<file path="src/rtl/rlcps_pkg.sv">
`timescale 1ns / 1ps

package rlcps_pkg;

	localparam int TIME_BITS = 16;
	localparam int MAX_STEPS = 4;
	localparam int CUE_COUNT = 6;
	localparam int ROM_STEPS = 4;
	localparam int HOLD_BITS = 16;
	localparam int CMP_BITS  = (TIME_BITS > HOLD_BITS) ? TIME_BITS : HOLD_BITS;
	localparam longint unsigned TIME_MAX = (64'd1 << TIME_BITS) - 64'd1;
	localparam logic [HOLD_BITS-1:0] HOLD_RESET = 16'd5000;

	typedef logic [TIME_BITS-1:0] time_t;
	typedef logic [2:0]           cue_t;
	typedef logic [1:0]           sidx_t;
	typedef logic [4:0]           cnt_t;
	typedef logic [7:0]           level_t;

	localparam cue_t CUE_NONE      = 3'd0;
	localparam cue_t CUE_ARMED     = 3'd1;
	localparam cue_t CUE_CANCELLED = 3'd2;
	localparam cue_t CUE_SENT      = 3'd3;
	localparam cue_t CUE_ACKED     = 3'd4;
	localparam cue_t CUE_LOW_BATT  = 3'd5;

	typedef enum logic [1:0] {
		OP_TICK  = 2'd0,
		OP_PLAY  = 2'd1,
		OP_CLEAR = 2'd2
	} op_t;

	typedef struct packed {
		cue_t  cue;
		sidx_t step;
		logic  lit;
		time_t remain;
		time_t elapsed;
	} seq_state_t;

	typedef struct packed {
		level_t red;
		level_t green;
		level_t blue;
		logic   busy;
	} led_result_t;

	localparam logic [15:0] ROM_ON [CUE_COUNT][ROM_STEPS] = '{
		'{16'd0,    16'd0,   16'd0,  16'd0},
		'{16'd90,   16'd90,  16'd90, 16'd0},
		'{16'd700,  16'd0,   16'd0,  16'd0},
		'{16'd2000, 16'd0,   16'd0,  16'd0},
		'{16'd160,  16'd160, 16'd0,  16'd0},
		'{16'd60,   16'd0,   16'd0,  16'd0}
	};

	localparam logic [15:0] ROM_OFF [CUE_COUNT][ROM_STEPS] = '{
		'{16'd0,   16'd0,   16'd0, 16'd0},
		'{16'd90,  16'd90,  16'd0, 16'd0},
		'{16'd0,   16'd0,   16'd0, 16'd0},
		'{16'd0,   16'd0,   16'd0, 16'd0},
		'{16'd140, 16'd900, 16'd0, 16'd0},
		'{16'd0,   16'd0,   16'd0, 16'd0}
	};

	localparam logic [2:0] ROM_LEN [CUE_COUNT] = '{3'd0, 3'd3, 3'd1, 3'd1, 3'd2, 3'd1};

	localparam level_t ROM_RGB [CUE_COUNT][3] = '{
		'{8'd0,   8'd0,   8'd0},
		'{8'd255, 8'd100, 8'd0},
		'{8'd255, 8'd0,   8'd0},
		'{8'd255, 8'd0,   8'd50},
		'{8'd0,   8'd255, 8'd0},
		'{8'd255, 8'd0,   8'd0}
	};

	function automatic time_t clamp_time(logic [15:0] v);
		if (64'(v) > TIME_MAX)
			return TIME_BITS'(TIME_MAX);
		return TIME_BITS'(v);
	endfunction

	function automatic time_t on_time(cue_t c, sidx_t s);
		if (c >= cue_t'(CUE_COUNT))
			return '0;
		return clamp_time(ROM_ON[c][s]);
	endfunction

	function automatic time_t off_time(cue_t c, sidx_t s);
		if (c >= cue_t'(CUE_COUNT))
			return '0;
		return clamp_time(ROM_OFF[c][s]);
	endfunction

	function automatic cnt_t steps_of(cue_t c);
		cnt_t n;
		n = (c < cue_t'(CUE_COUNT)) ? cnt_t'(ROM_LEN[c]) : '0;
		if (n > cnt_t'(MAX_STEPS))
			n = cnt_t'(MAX_STEPS);
		return n;
	endfunction

endpackage

</file>
<file path="src/rtl/rgb_led_cue_pattern_sequencer.sv">
`timescale 1ns / 1ps
// Channel  | Handshake              | Word
// ---------+------------------------+---------------------------------------------
// input    | in_valid / in_ready    | opcode, cue
// output   | out_valid / out_ready  | red_level, green_level, blue_level, is_busy
// config   | cfg_wr_en              | cfg_wr_data (ack_hold_ms)
//
// One word is taken per clock while in_ready is high; its result is in the output register on the next edge.
// The sequencer state and the output register are updated at the same edge, and
// throughput is one word per cycle unless the output register is full and not being taken.
// in_ready is high while the output register is empty or being taken this cycle.
// arst_n clears the sequencer to idle and ack_hold_ms to 5000.

module rgb_led_cue_pattern_sequencer import rlcps_pkg::*; (
	input  logic                 clk,
	input  logic                 arst_n,
	input  logic                 in_valid,
	output logic                 in_ready,
	input  logic [1:0]           opcode,
	input  logic [2:0]           cue,
	output logic                 out_valid,
	input  logic                 out_ready,
	output logic [7:0]           red_level,
	output logic [7:0]           green_level,
	output logic [7:0]           blue_level,
	output logic                 is_busy,
	input  logic                 cfg_wr_en,
	input  logic [HOLD_BITS-1:0] cfg_wr_data
);

	seq_state_t            state_q;
	seq_state_t            state_nxt;
	led_result_t           result;
	led_result_t           result_q;
	logic                  out_valid_q;
	logic [HOLD_BITS-1:0]  hold_q;
	logic                  accept;

	assign in_ready = !out_valid_q || out_ready;
	assign accept   = in_valid && in_ready;

	rlcps_next u_next (
		.cur         (state_q),
		.opcode      (opcode),
		.cue         (cue),
		.ack_hold_ms (hold_q),
		.nxt         (state_nxt),
		.result      (result)
	);

	always_ff @(posedge clk or negedge arst_n) begin
		if (!arst_n) begin
			state_q     <= '0;
			out_valid_q <= 1'b0;
			hold_q      <= HOLD_RESET;
		end else begin
			if (cfg_wr_en)
				hold_q <= cfg_wr_data;
			if (accept) begin
				state_q     <= state_nxt;
				out_valid_q <= 1'b1;
			end else if (out_ready) begin
				out_valid_q <= 1'b0;
			end
		end
	end

	always_ff @(posedge clk) begin
		if (accept)
			result_q <= result;
	end

	assign out_valid   = out_valid_q;
	assign red_level   = result_q.red;
	assign green_level = result_q.green;
	assign blue_level  = result_q.blue;
	assign is_busy     = result_q.busy;

	a_idle_dark: assert property (@(posedge clk) disable iff (!arst_n)
		out_valid_q && !result_q.busy |->
			(result_q.red == '0 && result_q.green == '0 && result_q.blue == '0))
		else $error("idle result carries a colour");

	a_idle_clean: assert property (@(posedge clk) disable iff (!arst_n)
		state_q.cue == CUE_NONE |-> (!state_q.lit && state_q.remain == '0))
		else $error("idle sequencer holds phase state");

	a_cue_range: assert property (@(posedge clk) disable iff (!arst_n)
		state_q.cue <= CUE_LOW_BATT)
		else $error("active cue out of range");

	a_play_busy: assert property (@(posedge clk) disable iff (!arst_n)
		accept && opcode == OP_PLAY && cue == CUE_LOW_BATT |=>
			(state_q.cue == CUE_LOW_BATT && state_q.lit && is_busy))
		else $error("highest cue failed to take over");

endmodule

</file>
<file path="src/rtl/rlcps_next.sv">
`timescale 1ns / 1ps

module rlcps_next import rlcps_pkg::*; (
	input  seq_state_t             cur,
	input  logic [1:0]             opcode,
	input  cue_t                   cue,
	input  logic [HOLD_BITS-1:0]   ack_hold_ms,
	output seq_state_t             nxt,
	output led_result_t            result
);

	seq_state_t tk;
	seq_state_t idle;
	logic       hold_on;
	cnt_t       n_steps;
	cnt_t       step_inc;
	time_t      off_ms;
	time_t      dec_remain;

	always_comb begin
		idle         = cur;
		idle.cue     = CUE_NONE;
		idle.step    = '0;
		idle.lit     = 1'b0;
		idle.remain  = '0;

		// Tick: the elapsed count saturates, the phase count stops at zero.
		tk         = cur;
		tk.elapsed = (64'(cur.elapsed) < TIME_MAX) ? cur.elapsed + time_t'(1) : cur.elapsed;
		dec_remain = (cur.remain != '0) ? cur.remain - time_t'(1) : cur.remain;
		tk.remain  = dec_remain;

		hold_on  = (cur.cue == CUE_ACKED) && (ack_hold_ms != '0) &&
			(CMP_BITS'(tk.elapsed) < CMP_BITS'(ack_hold_ms));
		n_steps  = steps_of(cur.cue);
		step_inc = cnt_t'(cur.step) + cnt_t'(1);
		off_ms   = off_time(cur.cue, cur.step);

		if (dec_remain == '0) begin
			if (cur.lit) begin
				if (off_ms == '0 && step_inc >= n_steps) begin
					if (hold_on) begin
						tk.step   = '0;
						tk.lit    = 1'b1;
						tk.remain = on_time(cur.cue, '0);
					end else begin
						tk.cue    = CUE_NONE;
						tk.step   = '0;
						tk.lit    = 1'b0;
						tk.remain = '0;
					end
				end else begin
					tk.lit    = 1'b0;
					tk.remain = off_ms;
				end
			end else begin
				if (step_inc >= n_steps) begin
					if (hold_on) begin
						tk.step   = '0;
						tk.lit    = 1'b1;
						tk.remain = on_time(cur.cue, '0);
					end else begin
						tk.cue    = CUE_NONE;
						tk.step   = '0;
						tk.lit    = 1'b0;
						tk.remain = '0;
					end
				end else begin
					tk.step   = step_inc[1:0];
					tk.lit    = 1'b1;
					tk.remain = on_time(cur.cue, step_inc[1:0]);
				end
			end
		end

		nxt = cur;
		unique case (opcode)
			OP_TICK: begin
				if (cur.cue != CUE_NONE)
					nxt = tk;
			end
			OP_PLAY: begin
				if (cue != CUE_NONE && cue < cue_t'(CUE_COUNT) &&
					(cur.cue == CUE_NONE || cue > cur.cue)) begin
					nxt.cue     = cue;
					nxt.step    = '0;
					nxt.lit     = 1'b1;
					nxt.elapsed = '0;
					nxt.remain  = on_time(cue, '0);
				end
			end
			OP_CLEAR: nxt = idle;
			default:  nxt = cur;
		endcase

		if (nxt.cue != CUE_NONE && nxt.cue < cue_t'(CUE_COUNT) && nxt.lit) begin
			result.red   = ROM_RGB[nxt.cue][0];
			result.green = ROM_RGB[nxt.cue][1];
			result.blue  = ROM_RGB[nxt.cue][2];
		end else begin
			result.red   = '0;
			result.green = '0;
			result.blue  = '0;
		end
		result.busy = (nxt.cue != CUE_NONE);
	end

endmodule

</file>
<file path="config.mk">
export PLATFORM = sky130hd
export DESIGN_NAME = rgb_led_cue_pattern_sequencer
export DESIGN_NICKNAME = d
export VERILOG_FILES = /design/src/rtl/rlcps_pkg.sv /design/src/rtl/rgb_led_cue_pattern_sequencer.sv /design/src/rtl/rlcps_next.sv
export SDC_FILE = /design/constraint.sdc
export NUM_CORES = 1
export LEC_CHECK = 0
export BUFFER_PORTS_ARGS = -buffer_cell sky130_fd_sc_hd__clkbuf_2
export CAP_MARGIN = 20
export CORE_UTILIZATION = 47
export DETAILED_ROUTE_END_ITERATION = 6
export PLACE_DENSITY = 0.66
export SETUP_SLACK_MARGIN = 0.15
export SKIP_CTS_REPAIR_TIMING = 1
export SLEW_MARGIN = 15
export SYNTH_ARGS = -nofsm -noshare
export SYNTH_HDL_FRONTEND = slang
export SYNTH_SLANG_ARGS = --single-unit
</file>
<file path="constraint.sdc">
create_clock -name clk -period 6.8 [get_ports clk]
set_input_delay 0.68 -clock clk [delete_from_list [all_inputs] [get_ports clk]]
set_output_delay 0.68 -clock clk [all_outputs]
set_load 0.01 [all_outputs]
</file>
Word-level counts from Yosys, hierarchy flattened. Memory sizes are Yosys's and may differ from the RTL's. A register that Yosys moved wholly into a read port is not among the register bits. Cells that the tools add are included.

Register bits after elaboration: 56. ROM bits: 1752. Bits of input ports: 26. Output and inout port bits: 27. Word-level logic and storage cells: 123. Memories kept: 5.

$add $sub $neg: 3. Order comparisons: 14. Eq/ne operators: 7. Muxes and demuxes: 53. Bitwise gates (word level): 6. Reduce and logical (&&, ||, !) cells: 27.

Memory list: (no name shown) (words 8, bits a word 64, rd ports 1, clocked after Yosys merged registers in 0, write ports 0, RTL line rlcps_pkg.sv:92) `return clamp_time(ROM_OFF[c][s]);`; (no name shown) (words 8, bits a word 64, rd ports 1, clocked after Yosys merged registers in 0, write ports 0, RTL line rlcps_pkg.sv:86) `return clamp_time(ROM_ON[c][s]);`; (no name shown) (words 8, bits a word 64, rd ports 1, clocked after Yosys merged registers in 0, write ports 0, RTL line rlcps_pkg.sv:86); (no name shown) (words 8, bits a word 24, rd ports 1, clocked after Yosys merged registers in 1, write ports 0, RTL line rlcps_next.sv:97) `result.red = ROM_RGB[nxt.cue][0];`; (no name shown) (words 8, bits a word 3, rd ports 1, clocked after Yosys merged registers in 0, write ports 0, RTL line rlcps_pkg.sv:97) `n = (c < cue_t'(CUE_COUNT)) ? cnt_t'(ROM_LEN[c]) : '0;`.

Operators with widths (number): 64-bit 2-to-1 mux (6); 16-bit 2-to-1 mux (13); 38-bit case mux with 3 select lines (1); 38-bit 2-to-1 mux (2); 16-bit binary-select mux with 2-bit select (2); 17-bit 2-to-1 mux (3); 22-bit 2-to-1 mux (2); 16-bit logical NOT (2); 16-bit nonzero test (2); 19-bit 2-to-1 mux (1); 16-bit by 1-bit adder with 16-bit output (second input constant) (1); 16-bit less-than comparator (1); 16-bit less-than comparator (second input constant) (1); 1-bit 2-to-1 mux (16); 16-bit by 1-bit subtractor with 16-bit output (second input constant) (1); 3-bit 2-to-1 mux (5); 3-bit >= comparator (second input constant) (4); 3-bit inverter with 4-bit output (3); 3-bit nonzero test (4); 5-bit 2-to-1 mux (2); 3-bit less-than comparator (second input constant) (3); 4-bit >= comparator (second input constant) (2); 1-bit logical AND (8); 2-bit by 1-bit != test with 1-bit output (second input constant) (3); 18 further kinds (22).

Depth between registers and ports, before layout.
Word-level depth: 24. Depth in mapped cells: 19. Mapped depth without buffers: 18.

By module. From an unflattened synthesis, not the netlist that was laid out.

Cells, all modules: 627. Area total of the unflattened synthesis: 5904.4 µm².

Modules (own cells, without submodules): rlcps_next (times used 1, cells an instance 483, area each 3056.7 µm²); rgb_led_cue_pattern_sequencer (times used 1, cells an instance 144, area each 2847.7 µm²).

Worst setup path before layout. Ideal clock, no wire load.

Path kind: register -> register. Start point: register state_q[8] (netlist name). End point: register, netlist name green_level[6]. Data arrival time: 3995 ps. Required time: 6533 ps. Path slack: 2538 ps. Cell stages (with the launch flop): 20. Buffers on the path: 2. Cells stage by stage: dfrtp_1 > clkbuf_1 > and4_1 > and4_1 > nor2b_1 > nor2_1 > and4_1 > and4_1 > clkbuf_1 > nand3_1 > xnor2_1 > ha_1 > and4_1 > a221o_1 > a21oi_1 > o21ai_0 > nand3_2 > a311o_1 > xnor2_1 > nor3b_2.

Longest elaborated chain between the ends: 14. Elaborated cells on any way between the ends: 22.

RTL lines: start: declaration (RTL line rgb_led_cue_pattern_sequencer.sv:31) `seq_state_t state_q;`; start signal: assignment (RTL line rgb_led_cue_pattern_sequencer.sv:60) `state_q <= state_nxt;`; 16-bit by 1-bit adder with 16-bit output or 16-bit less-than comparator (tied branches) (RTL line rlcps_next.sv:29) `tk.elapsed = (64'(cur.elapsed) < TIME_MAX) ? cur.elapsed + time_t'(1) : cur.elapsed;`; 16-bit 2-to-1 mux * (RTL line rlcps_next.sv:29); 16-bit less-than comparator * (RTL line rlcps_next.sv:34) `(CMP_BITS'(tk.elapsed) < CMP_BITS'(ack_hold_ms));`; 1-bit logical AND * (RTL line rlcps_next.sv:33) `hold_on = (cur.cue == CUE_ACKED) && (ack_hold_ms != '0) &&`; 3-bit 2-to-1 mux (RTL line rlcps_next.sv:42, rlcps_next.sv:58); 3-bit 2-to-1 mux or 5-bit 2-to-1 mux (tied branches) (RTL line rlcps_next.sv:57, rlcps_next.sv:41); 22-bit 2-to-1 mux * (RTL line rlcps_next.sv:40) `if (cur.lit) begin`; 22-bit 2-to-1 mux * (RTL line rlcps_next.sv:39) `if (dec_remain == '0) begin`; 38-bit 2-to-1 mux * (RTL line rlcps_next.sv:79) `if (cur.cue != CUE_NONE)`; 38-bit case mux with 3 select lines * (RTL line rlcps_next.sv:77) `unique case (opcode)`; 3-bit less-than comparator or 3-bit nonzero test (tied branches) (RTL line rlcps_next.sv:96) `if (nxt.cue != CUE_NONE && nxt.cue < cue_t'(CUE_COUNT) && nxt.lit) begin`; 1-bit logical AND (2 in series) (RTL line rlcps_next.sv:96); 1-bit logical NOT (no source line).

Every way passes the cells marked *; elsewhere a longest branch is shown, timed or not. The select of a mux whose other input is x is not followed. A chain may end at the register's enable or synchronous reset.

Worst setup path in the final report.
Start point: register state_q[8] (netlist name). End point: register, netlist name green_level[6].

Longest elaborated chain between the ends: 14. Elaborated cells on any way between the ends: 22.

RTL lines (RTL line): 16-bit by 1-bit adder with 16-bit output or 16-bit less-than comparator (tied branches) (rlcps_next.sv:29); 16-bit 2-to-1 mux * (rlcps_next.sv:29); 16-bit less-than comparator * (rlcps_next.sv:34); 1-bit logical AND * (rlcps_next.sv:33); 3-bit 2-to-1 mux (rlcps_next.sv:42, rlcps_next.sv:58); 3-bit 2-to-1 mux or 5-bit 2-to-1 mux (tied branches) (rlcps_next.sv:57, rlcps_next.sv:41); 22-bit 2-to-1 mux * (rlcps_next.sv:40); 22-bit 2-to-1 mux * (rlcps_next.sv:39); 38-bit 2-to-1 mux * (rlcps_next.sv:79); 38-bit case mux with 3 select lines * (rlcps_next.sv:77); 3-bit less-than comparator or 3-bit nonzero test (tied branches) (rlcps_next.sv:96); 1-bit logical AND (2 in series) (rlcps_next.sv:96); 1-bit logical NOT (no source line).

Marked as above.

==> flow_metrics.tcl <==
set metrics [dict create \
    synth-main-ff-cell "dfrtp_1" \
    drc 0 \
    dieArea_um2 11200 \
    max_freq_mhz 213 \
    slew_violations 0 \
    vias_per_cell 6.13 \
    post-place-ws_ns 2.18 \
    synthAdderAreaFrac 0.0847 \
    initial_core_util 0.488 \
    synthCells 636 \
    final_core_util 0.523 \
    root_buffer "clkbuf_8" \
    clock_latency_ns 0.37 \
    ant_nets 0 \
    fin_ws_ns 2.10 \
    grt_overflow 0 \
    htree_levels 3 \
    antenna_cells 0 \
    hold_path_class "in2async" \
    yosys-top-cells-count "nand2_1, o21ai_0, dfrtp_1, nor2_1, a21oi_1" \
    startpoint_type "flop" \
    grt_pass1_wl_um 22300 \
    synthToLayoutAreaGrowth_pct 7.27 \
    async_reset_ff_frac 0.917 \
    core_area_um2 10400 \
    drive_gt1_frac 0.139 \
    synth_cell_types 71 \
    drv_cap 0 \
    synth_edf_count 5 \
    outcome "finished clean" \
    drtPass1Iterations 5 \
    cts.clk_slew.worst_paths_ns 0.07 \
    worstSetupPathType "reg2reg" \
    die_h_um 106 \
    fin_nets 709 \
    fin_skew_ns 0.00828 \
    crit_fanout 8 \
    numCtsBuffers 9 \
    synth_top_family_by_area "simple AND/OR/NAND/NOR gates" \
    ys_seq_area_frac 0.302 \
    powerDensity_nw_per_um2 328 \
    path_delay_family "simple AND/OR/NAND/NOR gates" \
    slew_headroom 0.480 \
    critPathRequiredTime_ns 6.91 \
    synth_most_common_cell "nand2_1" \
    grt_max_degree 56 \
    vdd_drop_max_mv 0.189 \
    end_kind "flop" \
    synth_mux_area_frac 0.0145 \
    synth-xor-area-share 0.0241 \
    synth_area_um2 5080 \
    tightestPinTransition_ns 0.774 \
    yosys_warnings 0 \
    ys_ff_latch 60 \
    cp_data_arrival_time_ns 4.81 \
    wl_um 13600 \
    hpwl_um 9920 \
    cpMostUsedCell "and4_1" \
    clockBufferDepth 2 \
    synthSimpleGateAreaFrac 0.252 \
    worst_path_largest_cell_delay_ns 0.52 \
    place.gp.congestion 0.980 \
    track_usage 0.254 \
    hold_viol 0 \
    synth_compound_area_frac 0.243 \
    postSynthAreaPerCell_um2 7.99 \
    antenna_found_initial 0 \
    crit_chain "and4_1 > and4_1 > nor2b_1 > nor2_1 > and4_1 > and4_1 > nand3_1 > xnor2_1 > ha_1 > and4_1 > a221o_1 > a21oi_1 > o21ai_0 > nand3_2 > a311o_1 > xnor2_1 > nor3b_2" \
    die_w_um 106 \
    period_share 0.691 \
    first_iter_violations 321 \
    rsz0062_at_grt "false" \
    yosys-top-cells-area "dfrtp_1, ha_1, o21ai_0" \
    post-route-min-period_ns 4.70 \
    wl_per_cell_um 17.1 \
    clock_sinks 60 \
    rows 37 \
    tns_ns 0 \
    synth_top_area_cell "dfrtp_1" \
    portBuffers 47 \
    yosysTopAreaCellShare 0.246 \
    cts_tree "built" \
    setup-violations-final 0 \
    vias 4845 \
    boundaryPins 53 \
    cp_slowest_cell "o21ai_0" \
    worst-path-buf-inv 0 \
    p_leak_nw 2.46 \
    first_global_vias 4450 \
]
==> cells in the final DEF (no fill, tap or decap), types with 11 or more instances in the layout <==
| cell type | synthesis | final |
|---|---|---|
| nand2_1 | 72 | 72 |
| nor2_1 | 45 | 45 |
| inv_1 | 31 | 31 |
| clkbuf_2 | 0 | 47 |
| a21oi_1 | 41 | 41 |
| o21ai_0 | 61 | 61 |
| nor4_1 | 18 | 18 |
| o31ai_1 | 11 | 11 |
| ha_1 | 32 | 32 |
| nor3_1 | 14 | 14 |
| nand3_1 | 20 | 20 |
| nand2b_1 | 11 | 11 |
| dfrtp_1 | 50 | 50 |
==> per-stage QoR <==
step	instance area, um^2	hold slack (ns)	instances	power, mW
2_1_floorplan	5090	0.384	640	1.21
3_3_place_gp	5240	0.505	774	1.40
3_5_place_dp	5250	0.513	775	1.42
4_1_cts	5450	0.487	791	1.77
5_1_grt	5450	0.520	791	1.92
6_report	5450	0.444	791	1.79
==> layout make-up <==
cell class / count / area, um^2
Clock inverter: 4 / 46.3
Tap cell: 136 / 170
Fill cell: 983 / 4970
Inverter: 31 / 116
Sequential cell: 60 / 1530
Multi-Input combinational cell: 497 / 3160
Clock buffer: 12 / 156
Timing Repair Buffer: 51 / 265
==> routing by layer <==
layer	wire length, um	part of all wire	vias to the layer above	GRT usage
met4	317	0.023	0	0.115
li1	-	-	2324	-
met1	6180	0.46	2271	0.347
met5	0	0	-	0
met2	6030	0.45	221	0.378
met3	1020	0.076	29	0.0625
==> cell families (layout without fill, tap and decap cells) <==
group | after synthesis | count (layout)
XOR/XNOR | 14 | 14
buffers and inverters | 83 | 98
multiplexers | 7 | 7
AND/OR/NAND/NOR | 247 | 247
flip-flops | 60 | 60
AO/OA/AOI/OAI | 190 | 190
other | 1 | 5
adder cells (fa/ha/maj) | 34 | 34
==> registers in the layout, indices dropped and copies added (netlist names) <==
signal / flops
blue_level: 1
green_level: 2
hold_q: 16
is_busy: 1
out_valid: 1
red_level: 1
state_q: 38
==> report_power, final <==
part / switching [mW] / total (mW) / leakage (nW) / internal [mW]
clock network: 0.153 / 0.344 / 0.106 / 0.191
logic: 0.559 / 0.901 / 1.60 / 0.342
registers: 0.119 / 0.540 / 0.758 / 0.421
==> final timing paths <==
kind / end / startpoint / slack (ns) / cells after the start
min: state_q[31]$_DFFE_PN0P_ / arst_n / 0.44 / 2
min in group clk: hold_q[7]$_DFFE_PN1P_ / cfg_wr_data[7] / 0.52 / 3
max reg2reg: green_level[6]$_SDFFCE_PN0P_ / state_q[8]$_DFFE_PN0P_ / 2.10 / 17
max in group asynchronous: out_valid$_DFFE_PN0P_ / arst_n / 5.86 / 2
min reg2reg: state_q[27]$_DFFE_PN0P_ / state_q[27]$_DFFE_PN0P_ / 0.53 / 2
max: green_level[6]$_SDFFCE_PN0P_ / state_q[8]$_DFFE_PN0P_ / 2.10 / 17
No activity file was read; power rests on OpenSTA's default activity.
